**src/rtl/nbge_mul.sv**
```systemverilog
// ============================================================================
// nbge_mul
// Shared 32x32 multiplier with registered product.
// ============================================================================
module nbge_mul
(
    input  logic        clk,
    input  logic [31:0] a,
    input  logic [31:0] b,
    output logic [63:0] p
);
    logic [63:0] p_reg;

    // Register each product
    always_ff @(posedge clk)
    begin
        p_reg <= 64'(a) * 64'(b);
    end

    assign p = p_reg;
endmodule

```
**config.mk**
```make
export PLATFORM = sky130hd
export DESIGN_NAME = nbge_mul
export DESIGN_NICKNAME = d
export VERILOG_FILES = /design/src/rtl/nbge_mul.sv
export SDC_FILE = /design/constraint.sdc
export NUM_CORES = 2
export LEC_CHECK = 0
export BUFFER_PORTS_ARGS = -buffer_cell sky130_fd_sc_hd__buf_2
export CAP_MARGIN = 20
export CORE_ASPECT_RATIO = 0.9
export CORE_UTILIZATION = 45
export CTS_BUF_LIST = sky130_fd_sc_hd__clkbuf_4
export DETAILED_ROUTE_END_ITERATION = 6
export GPL_ROUTABILITY_DRIVEN = 1
export PLACE_DENSITY = 0.67
export SYNTH_ARGS = -nofsm -noshare
export SYNTH_HDL_FRONTEND = slang
export SYNTH_SLANG_ARGS = --single-unit
```
**constraint.sdc**
```tcl
create_clock -name clk -period 9.9 [get_ports clk]
set_clock_uncertainty 0.2 [all_clocks]
set_input_delay 0 -clock clk [delete_from_list [all_inputs] [get_ports clk]]
set_output_delay 0 -clock clk [all_outputs]
set_load 0.01 [all_outputs]
```
==> impl_metrics.env <==
export IMPL_avgSynthCellArea_um2=9.25
export IMPL_grt_pass1_vias=26600
export IMPL_area_sequential_um2=1280
export IMPL_finalCritPeriodShare_pct=78.4
export IMPL_place_congestion=0.915
export IMPL_ys_seq_area_share_pct=3.69
export IMPL_synth_ff_type="dfxtp_1"
export IMPL_hpwl_um=75000
export IMPL_die_area_um2=78200
export IMPL_slew_headroom_pct=36.2
export IMPL_cts_max_path_buffers=2
export IMPL_grt_overflow_total=0
export IMPL_initial_core_util_pct=45.5
export IMPL_grt_antenna_before_repair=8
export IMPL_placed_cells=4688
export IMPL_post_route_drc_count=0
export IMPL_setup_worst_path_start_class="input port"
export IMPL_synth_top_area_share_pct=51.7
export IMPL_fmax_mhz=129
export IMPL_clock_sinks=64
export IMPL_cts_buffers=9
export IMPL_wl_per_cell_um=19.6
export IMPL_drt_total_wl_um=92500
export IMPL_fillers=7212
export IMPL_port_buffers=128
export IMPL_outcome="completed"
export IMPL_vias=24600
export IMPL_syn_area_um2=34700
export IMPL_cts_tree="yes"
export IMPL_finalNonFillerCells=4711
export IMPL_final_cell_mix="896 x fa_1, 865 x inv_1, 602 x and2_1, 480 x nand2_1, 263 x ha_1"
export IMPL_syn_nets=4972
export IMPL_grt_usage_pct=25.6
export IMPL_synth_edf_count=0
export IMPL_synthCells=3748
export IMPL_worst_slew_pin_transition_ns=0.951
export IMPL_die_y_um=265
export IMPL_cts_max_level=3
export IMPL_layout_commonest_cell="fa_1"
export IMPL_hold_viol_final=0
export IMPL_synth_seq_cells=64
export IMPL_drive_above_1_share_pct=4.43
export IMPL_design_area_um2=36000
export IMPL_rows=96
export IMPL_synth_async_reset_ratio_pct=0
export IMPL_cap_viol_max_count=0
export IMPL_die_x_um=295
export IMPL_hold_class="input port to flip-flop"
export IMPL_postRouteAntennaNets=0
export IMPL_rsz0062_at_grt="no"
export IMPL_maxSlewViolCount=0
export IMPL_avgViaCountPerCell=5.23
export IMPL_min_period_ns=7.76
export IMPL_fin_tns_setup_ns=0
export IMPL_crit_fanout=32
export IMPL_min_path_cells=3
export IMPL_num_io_pins=129
export IMPL_root_buffer="clkbuf_4"
export IMPL_nets=4896
export IMPL_post_cts_setup_buffer_count=0
export IMPL_grt_pass1_wl_um=153000
export IMPL_clkTransAtPathRegs_ns=0.18
export IMPL_cp_end_kind="flip-flop"
export IMPL_yosysTopAreaCell="fa_1"
export IMPL_core_area_um2=76300
export IMPL_synth_top_cells_by_area="fa_1 52%, and2_1 11%, ha_1 9.5%"
export IMPL_multi_input_area_um2=29300
export IMPL_setup_violations=0
export IMPL_drt_initial_drc_count=1769
export IMPL_worstPathArrival_ns=8.05
export IMPL_synth_cell_types=57
export IMPL_syn2layout_area_growth_pct=3.79
export IMPL_cp_required_ns=10.19
export IMPL_fin_hold_ws_ns=0.142
export IMPL_yosys_warnings=0
export IMPL_grt_max_degree=33
export IMPL_dr_pass1_iters=6
export IMPL_placed_area_um2=35800
export IMPL_worstSetupPathType="input port to flip-flop"
export IMPL_largest_reg_flops=64
==> per-layer routing <==
layer / vias to the layer above / wire length (um) / global-route usage, % / share of wire [%]
li1: 10700 / - / - / -
met1: 12800 / 41100 / 37.6 / 44
met2: 1007 / 39800 / 37.7 / 43
met3: 93 / 10000 / 7.33 / 11
met4: 10 / 1420 / 4.66 / 1.5
met5: - / 161 / 1.00 / 0.17
==> stage by stage <==
step                setup WS [ns]  utilization [%]
finish                       2.14             47.2
global route                 1.87             47.2
CTS                          2.21             47.2
detailed placement           1.59             46.9
global placement             1.77             46.9
floorplan                    2.95                -
==> cells by family after synthesis <==
family,Yosys count,synth area share [%]
and+or+nand+nor,1177,17.6
muxes,1,0.0289
adders and majority gates,1159,61.2
DFF,64,3.69
xor gates and xnor gates,60,1.52
AOI/OAI and AO/OA,202,4.15
buffers and inverters,1085,11.8
==> critical path, cell delays in order <==
cell and delay (ns):
buf_2 0.61, nand2_1 0.18, fa_1 0.57, inv_1 0.05
fa_1 0.53, inv_1 0.05, fa_1 0.53, inv_1 0.06
fa_1 0.48, fa_1 0.56, fa_1 0.43, fa_1 0.54
inv_1 0.06, fa_1 0.48, inv_1 0.04, ha_1 0.42
nand4_1 0.24, or4_1 0.47, or3_1 0.36, a31oi_1 0.59
a31o_2 0.32, a211oi_1 0.13, o21ai_1 0.17, xor2_1 0.14
==> what timing repair did <==
item / CTS / global route
hold buffers: 2 / 0
resized for setup: 0 / 0
setup endpoints to repair: 0 / 0
hold endpoints to repair: 1 / 0
==> worst paths after layout <==
check | start | to | slack (ns)
worst max-delay path | b[8] | p[62] | 2.14
worst min-delay path | b[1] | p[1] | 0.14
==> final cells by class <==
cell class              count  area share [%]
multi-input cells        2599            81.5
inverters                 865            9.02
well taps                1029            3.58
flip-flops and latches     64            3.56
repair buffers            133            1.90
clock inverters             7           0.264
clock buffers               9           0.188
diodes                      5          0.0348
==> synth_stat cells (all sizes together) (2+ instances only) <==
library cell and number:
o221ai 3, a21oi 66, or2 3, a211oi 3, nand4 23, o21a 9
o31ai 5, or4 3, nor2b 2, o21bai 11, nand2b 2, and2 602
nand2 480, o221a 2, and4 3, a21boi 3, or3 3, a221o 4
a311oi 2, o21ai 26, clkbuf 213, xor2 25, buf 7, nor3 7
ha 263, nand3 10, a221oi 4, a21o 40, fa 896, xnor2 35
o211ai 2, and3 14, and3b 2, nor2 20, a31oi 12, inv 865
dfxtp 64
Power is left out: the tool's default activity adds up to more than one toggle a clock period on the data nets, which glitch-free logic cannot reach.
