==> config.mk <==
export PLATFORM = sky130hd
export DESIGN_NAME = nbge_iter
export DESIGN_NICKNAME = d
export VERILOG_FILES = /design/src/rtl/nbge_pkg.sv /design/src/rtl/nbge_iter.sv
export SDC_FILE = /design/constraint.sdc
export NUM_CORES = 1
export LEC_CHECK = 0
export BUFFER_PORTS_ARGS = -buffer_cell sky130_fd_sc_hd__buf_2
export CORE_ASPECT_RATIO = 1.2
export CORE_MARGIN = 1
export CORE_UTILIZATION = 50
export DETAILED_ROUTE_END_ITERATION = 10
export GPL_TIMING_DRIVEN = 1
export PLACE_DENSITY = 0.69
export SLEW_MARGIN = 5
export SYNTH_ARGS = -nofsm -noshare
export SYNTH_HDL_FRONTEND = slang
export SYNTH_SLANG_ARGS = --single-unit
==> constraint.sdc <==
create_clock -name clk -period 17.3 [get_ports clk]
set_input_delay 3.46 -clock clk [delete_from_list [all_inputs] [get_ports clk]]
set_output_delay 3.46 -clock clk [all_outputs]
set_load 0.02 [all_outputs]
==> src/rtl/nbge_pkg.sv <==
// ============================================================================
// nbge_pkg
// Shared constants and types for the gravity Euler step block.
// ============================================================================
package nbge_pkg;

    localparam int WORD_W      = 32;
    localparam int DT_W        = 16;
    localparam int CFG_IDX_W   = 3;
    localparam int FRAC_BITS_D = 16;
    localparam int NORM_BITS   = 24;
    localparam int GRAV_CONST  = 15;

    // Configuration register indexes
    localparam logic [CFG_IDX_W-1:0] REG_POS_X  = 3'd0;
    localparam logic [CFG_IDX_W-1:0] REG_POS_Y  = 3'd1;
    localparam logic [CFG_IDX_W-1:0] REG_POS_Z  = 3'd2;
    localparam logic [CFG_IDX_W-1:0] REG_VEL_X  = 3'd3;
    localparam logic [CFG_IDX_W-1:0] REG_VEL_Y  = 3'd4;
    localparam logic [CFG_IDX_W-1:0] REG_VEL_Z  = 3'd5;
    localparam logic [CFG_IDX_W-1:0] REG_MASS   = 3'd6;
    localparam logic [CFG_IDX_W-1:0] REG_STATIC = 3'd7;

    typedef struct packed {
        logic                 action;
        logic signed [31:0]   other_x;
        logic signed [31:0]   other_y;
        logic signed [31:0]   other_z;
        logic        [31:0]   other_mass;
        logic        [15:0]   step_time;
        logic                 is_self;
    } in_item_t;

    typedef struct packed {
        logic signed [31:0]   pos_x;
        logic signed [31:0]   pos_y;
        logic signed [31:0]   pos_z;
        logic signed [31:0]   vel_x;
        logic signed [31:0]   vel_y;
        logic signed [31:0]   vel_z;
        logic                 singular;
    } out_item_t;

    // Shared divide/root unit command and status
    typedef enum logic [1:0] {
        OP_SQRT = 2'd0,
        OP_DIV  = 2'd1
    } iter_op_t;

    typedef struct packed {
        logic     start;
        iter_op_t op;
    } iter_cmd_t;

    typedef struct packed {
        logic busy;
        logic done;
    } iter_stat_t;

endpackage

==> src/rtl/nbge_iter.sv <==
// ============================================================================
// nbge_iter
// Shared iterative unit: 64-bit integer square root or 64/64 division,
// two result bits per cycle.
// ============================================================================
module nbge_iter
(
    input  logic                 clk,
    input  logic                 rst_n,
    input  nbge_pkg::iter_cmd_t  cmd,
    input  logic [63:0]          opa,
    input  logic [63:0]          opb,
    output nbge_pkg::iter_stat_t stat,
    output logic [63:0]          result
);
    import nbge_pkg::*;

    logic [63:0] rem_reg, rem_next;
    logic [63:0] quo_reg, quo_next;
    logic [63:0] num_reg, num_next;
    logic [63:0] den_reg;
    logic [5:0]  cnt_reg, cnt_next;
    logic        busy_reg, done_reg;
    iter_op_t    op_reg;

    // One restoring step per call, two calls per cycle
    always_comb
    begin
        logic [64:0] trial;
        logic [63:0] r;
        logic [63:0] qv;
        logic [63:0] n;
        logic        nb;
        r  = rem_reg;
        qv = quo_reg;
        n  = num_reg;
        trial = '0;
        nb = 1'b0;
        for (int s = 0; s < 2; s++)
        begin
            if (op_reg == OP_DIV)
            begin
                // bring down the next dividend bit
                nb    = n[63];
                trial = {r, nb} - {1'b0, den_reg};
                n     = {n[62:0], 1'b0};
                if (!trial[64])
                begin
                    r  = trial[63:0];
                    qv = {qv[62:0], 1'b1};
                end
                else
                begin
                    r  = {r[62:0], nb};
                    qv = {qv[62:0], 1'b0};
                end
            end
            else
            begin
                // digit-by-digit root: bring down two bits
                trial = {1'b0, r[61:0], n[63:62]} - {1'b0, qv[61:0], 2'b01};
                if (!trial[64])
                begin
                    r  = trial[63:0];
                    qv = {qv[62:0], 1'b1};
                end
                else
                begin
                    r  = {r[61:0], n[63:62]};
                    qv = {qv[62:0], 1'b0};
                end
                n = {n[61:0], 2'b00};
            end
        end
        rem_next = r;
        quo_next = qv;
        num_next = n;
        cnt_next = cnt_reg - 6'd1;
    end

    always_ff @(posedge clk or negedge rst_n)
    begin
        if (!rst_n)
        begin
            busy_reg <= 1'b0;
            done_reg <= 1'b0;
            cnt_reg  <= '0;
            op_reg   <= OP_SQRT;
        end
        else
        begin
            done_reg <= 1'b0;
            if (cmd.start)
            begin
                busy_reg <= 1'b1;
                op_reg   <= cmd.op;
                cnt_reg  <= (cmd.op == OP_DIV) ? 6'd31 : 6'd15;
            end
            else if (busy_reg)
            begin
                cnt_reg <= cnt_next;
                if (cnt_reg == 6'd0)
                begin
                    busy_reg <= 1'b0;
                    done_reg <= 1'b1;
                end
            end
        end
    end

    // Operand and partial result registers
    always_ff @(posedge clk)
    begin
        if (cmd.start)
        begin
            rem_reg <= '0;
            quo_reg <= '0;
            num_reg <= opa;
            den_reg <= opb;
        end
        else if (busy_reg)
        begin
            rem_reg <= rem_next;
            quo_reg <= quo_next;
            num_reg <= num_next;
        end
    end

    assign stat.busy = busy_reg;
    assign stat.done = done_reg;
    assign result    = quo_reg;
endmodule

==> results of run 1 <==
## final timing paths
path,start,end,cells past startpoint
max,num_reg[63],rem_reg[25],33
min,rem_reg[63],rem_reg[63],2
max reg2reg,num_reg[63],rem_reg[25],33
min reg2reg,rem_reg[63],rem_reg[63],2
max in group asynchronous,rst_n,busy_reg,1
min in group asynchronous,rst_n,cnt_reg[1],1
## worst reg2reg max path, delay by kind of cell (launching register included)
family                   cells  cell delay [ns]
AO/OA/AOI/OAI               16             5.19
adder cells (fa/ha/maj)      3             0.96
buffers and inverters        5             1.53
flip-flops                   1             0.43
AND/OR/NAND/NOR              9             2.04
## cell type report
| type | instances | area (um2) |
|---|---|---|
| fillers | 5543 | 26300 |
| well taps | 735 | 920 |
| clock inverters | 17 | 218 |
| repair buffers | 225 | 1220 |
| clock buffers | 47 | 951 |
| multi-input cells | 3065 | 20500 |
| diodes | 3 | 7.51 |
| inverters | 191 | 717 |
| flip-flops and latches | 266 | 6660 |
## cell usage after synthesis, drive strengths merged, types with 7 or more instances
library cell	n	area (um2)
and2	25	159
nand4	61	382
dfrtp	10	250
xor2	111	980
nand2b	39	244
a211oi	54	420
a311o	7	70.1
nand2	345	1290
o31a	9	78.8
a221oi	10	87.6
dfxtp	128	2560
o21a	29	219
o22ai	9	56.3
xnor2	129	1130
mux2i	200	2000
a311oi	16	140
o221ai	7	61.3
or2	9	56.3
buf	111	727
o31ai	25	201
a31oi	35	219
a21oi	420	2100
and3	31	194
edfxtp	128	3840
a32o	11	110
clkbuf	177	664
o21ai	316	1580
inv	191	717
a21boi	17	128
o211ai	42	320
nand3	73	365
ha	256	3200
mux2	8	90.1
a21o	162	1220
nor4	9	71.3
o21bai	39	293
nor2	338	1270
or3	11	68.8
and4	7	61.3
nor2b	43	269
a22oi	14	105
a31o	10	87.6
nor3	56	285
## kinds of logic after synthesis
family,Yosys count
adders and majority gates,258
DFF,266
AOI/OAI and AO/OA,1291
buffers and inverters,479
muxes,208
and+or+nand+nor,1068
xor gates and xnor gates,240
## per-layer routing
| layer | vias up | routed length (um) | global-route usage |
|---|---|---|---|
| li1 | 13700 | - | - |
| met1 | 13300 | 41300 | 0.414 |
| met2 | 1385 | 44700 | 0.528 |
| met3 | 330 | 8400 | 0.0522 |
| met4 | 2 | 6080 | 0.187 |
| met5 | - | 10 | 0 |
## per-stage QoR
step                      hold WS, ns  instances   util
after detailed placement        0.479       4482  0.522
after CTS                       0.490       4546  0.543
final                           0.492       4549  0.543
after floorplan                 0.461       3810      -
after global routing            0.522       4548  0.543
after global placement          0.479       4482  0.522
==> metrics, run 1 <==
core footprint 0.0574 mm2; HP Class register to register; YS warnings 0; crit start category register; worst setup slack after layout about 7 ns; H-Tree Depth 2; Yosys cell types 90; Setup Crit Path Kind register to register; total congestion overflow 0; Final Hold Vio Count 0; Synth Cell Area 0.0292 mm2; final wirelength 100 mm; DIE AREA 0.0593 mm2; RSZ-0062 raised after global routing no; Overall Global Routing Usage 0.327; postcts setup bufs 0; io pins ~200; outcome completed; Final Cell Area 0.0312 mm2; mux cell area share after synthesis 0.0717; r2r setup slk 7.08 ns; Die Wd 222 um; TritonCTS clock tree yes; Rows 96; Post-Synth XOR/XNOR Area 0.0723; Buf/Inv on CP 5; DPL Wire Length 77.5 mm; Seq/Total Area, Yosys 0.228; CP arrival between 10 and 15 ns; Synth Flop Type edfxtp_1; adder-cell share of the synthesized area 0.111; Synth Instances between 3,000 and 4,000; detailed-route DRC error count 0; net count after synthesis 4,201; Max FO, Critical Path 61; clk root buf clkbuf_16; Max-Cap Viols 0; GPL Wtd Cong 1.04; initial antenna violation count 3; CP max stage delay slightly below 0.8 ns; Final Cycle Share 0.591; Area Growth Syn to Fin 6.87%; Critical Path Most Common Cell buf_4; CP max stage cell a311oi_4; Required @ worst endpoint 17.80 ns; clock latency on the worst-skew pair between 0.5 and 0.6 ns; share of cells above drive strength 1 0.0876; Total Nets Final 4,175; commonest non-fill, non-tap cells in the layout a21oi_1, nand2_1, nor2_1; CP delay by family, top compound AO/OA/AOI/OAI gates; setup TNS 0 ns; Setup Skew roughly 0.036 ns; Mapped Avg Cell Area 7.65 um2; Die H about 270 um; vias in the first global route ~27,000; port bufs between 150 and 200; Post-synth EDFFs 128; Longest Clk Path Bufs 3; final setup violation count 0; pre-CTS setup slack 7.42 ns; ys async rst share 0.0376; main combinational cell family by area after synthesis compound AO/OA/AOI/OAI gates; starting density of the core 0.508; dpl cell area 0.0300 mm2; CP Capture Type register; pin count of the biggest net entering global routing 152; drt first pass iters 6; Max Freq 97.9 MHz; DR WL/cell about 22 um; Worst slew margin 0.259; most common cell after layout, fill and taps aside a21oi_1; post-synthesis register bit count 266; worst slew pin tran 1.08 ns; post-route minimum period slightly above 10 ns; Final Slew Violations 0; Vias/cell 6.32; CTS resizes 0; Initial DRC Count 3,044; hold_buf cts 0; clock sinks approximately 270; Via Count approximately 29,000; total CTS buffers 35; first-pass GRT wire length around 150 mm; Reg clk slew, reported paths about 0.060 ns; simple-gate share of the synthesized area 0.168; Detail Route Antenna Nets 0; Synth Area in Compound Gates 0.276
Power of run 1 is not shown: default switching activity piles up to over one toggle a cycle in this logic, so the estimate is an artifact.
==> inputs of run 2 (changes only) <==
--- a/config.mk
+++ b/config.mk
@@ -11,7 +11,7 @@
 export CORE_UTILIZATION = 50
 export DETAILED_ROUTE_END_ITERATION = 10
 export GPL_TIMING_DRIVEN = 1
-export PLACE_DENSITY = 0.69
+export PLACE_DENSITY = 0.72
 export SLEW_MARGIN = 5
 export SYNTH_ARGS = -nofsm -noshare
 export SYNTH_HDL_FRONTEND = slang
==> constraint.sdc (replaced) <==
create_clock -name clk -period 8.3 [get_ports clk]
set_input_delay 1.66 -clock clk [delete_from_list [all_inputs] [get_ports clk]]
set_output_delay 1.66 -clock clk [all_outputs]
set_load 0.02 [all_outputs]
==> metrics, run 2 (synthesis results as in run 1) <==
Detail Route Antenna Nets 0; TritonCTS clock tree yes; reg2reg path depth 32; pin count of the biggest net entering global routing between 150 and 200; Setup Crit Path Kind register to register; HP Class register to register; clk root buf clkbuf_16; Die Wd ~220 um; CP max stage cell or3b_2; CP arrival 8.45 ns; hold wc startpoint rem_reg[63]; Max-Cap Viols 0; H-Tree Depth 2; GPL Wtd Cong between 1 and 1.5; Buf/Inv on CP 5; vias in the first global route 27,900; pre-CTS setup slack -0.0140 ns; Area Growth Syn to Fin 12.8%; total CTS buffers 34; detailed-route DRC error count 0; Longest Clk Path Bufs 3; dpl cell area 0.0317 mm2; Overall Global Routing Usage 0.339; first-pass GRT wire length between 150 and 200 mm; starting density of the core 0.508; setup TNS 0 ns; clock sinks 266; Setup Skew 0.0379 ns; Rows 96; worst setup slack after layout 0.360 ns; DR WL/cell 22.0 um; Vias/cell 6.24; worst reg2reg endpoint rem_reg[6]; Initial DRC Count approximately 2,800; CP delay by family, top compound AO/OA/AOI/OAI gates; io pins around 200; Reg clk slew, reported paths 0.06 ns; Via Count 29,700; share of cells above drive strength 1 0.136; final setup violation count 0; RSZ-0062 raised after global routing no; DPL Wire Length 82.2 mm; total congestion overflow 0; crit start category register; Die H ~270 um; critical path launch point num_reg[63]; final wirelength ~100 mm; initial antenna violation count 3; post-route minimum period 7.94 ns; port bufs 198; Max Freq approximately 130 MHz; CP Capture Type register; Final Cell Area 0.0329 mm2; Final Slew Violations 0; Final Cycle Share 0.957; Critical Path Most Common Cell o21ai_0; Final Hold Vio Count 0; Worst Hold End rem_reg[63]; drt first pass iters 8; Required @ worst endpoint 8.81 ns; outcome completed; Max FO, Critical Path 14; Worst slew margin 0.283; CP max stage delay 0.49 ns; DIE AREA just under 0.06 mm2; worst hold stages 2; clock latency on the worst-skew pair 0.61 ns; commonest non-fill, non-tap cells in the layout a21oi_1, nand2_1, nor2_1; r2r setup slk 0.36 ns; reg2reg start num_reg[63]; worst slew pin tran 1.07 ns; core footprint 0.0574 mm2; most common cell after layout, fill and taps aside a21oi_1; Total Nets Final 4,383
-- run 2: repair_timing --
action	in CTS	in global routing
gates resized for setup	1	11
cloned	0	2
buffers inserted	0	4
setup endpoints to repair	7	64
hold buffers	0	0
-- run 2: through the flow --
| stage | std cells | hold slack, ns | utilization |
|---|---|---|---|
| after detailed placement | 4685 | 0.480 | 0.551 |
| after global routing | 4754 | 0.513 | 0.573 |
| after CTS | 4747 | 0.488 | 0.572 |
| after floorplan | 3810 | 0.461 | - |
| final | 4754 | 0.486 | 0.573 |
| after global placement | 4685 | 0.471 | 0.551 |
-- run 2: worst max-delay path by stage --
stage	to	slack, ns	cells past startpoint
floorplan	rem_reg[23]	1.37	34
global placement	rem_reg[25]	0.09	29
detailed placement	rem_reg[33]	-0.01	30
CTS	rem_reg[33]	0.1	30
global route	rem_reg[63]	0.005	31
finish	rem_reg[6]	0.36	32
-- run 2: worst reg2reg max path, delay by kind of cell, from the launching register on --
kind,cells,cell delay (ns)
buf+inv,5,0.80
fa+ha+maj,3,1.02
compound gates,18,3.97
simple gates,6,1.64
flops,1,0.44
-- run 2: area by class of cell --
class | instances | area [um2]
multi-input cells | 3067 | 20500
flip-flops and latches | 266 | 6660
repair buffers | 432 | 2910
clock inverters | 17 | 265
fillers | 5512 | 24500
inverters | 191 | 717
diodes | 1 | 2.50
well taps | 735 | 920
clock buffers | 45 | 902
-- run 2: layer usage --
layer  up-vias  track usage  routed length [um]
li1      14200            -                   -
met1     13900        0.416               42400
met2      1307        0.559               47600
met3       333       0.0546                7880
met4         4        0.206                6970
met5         -            0                  23
Power of run 2 is left out for the same reason.
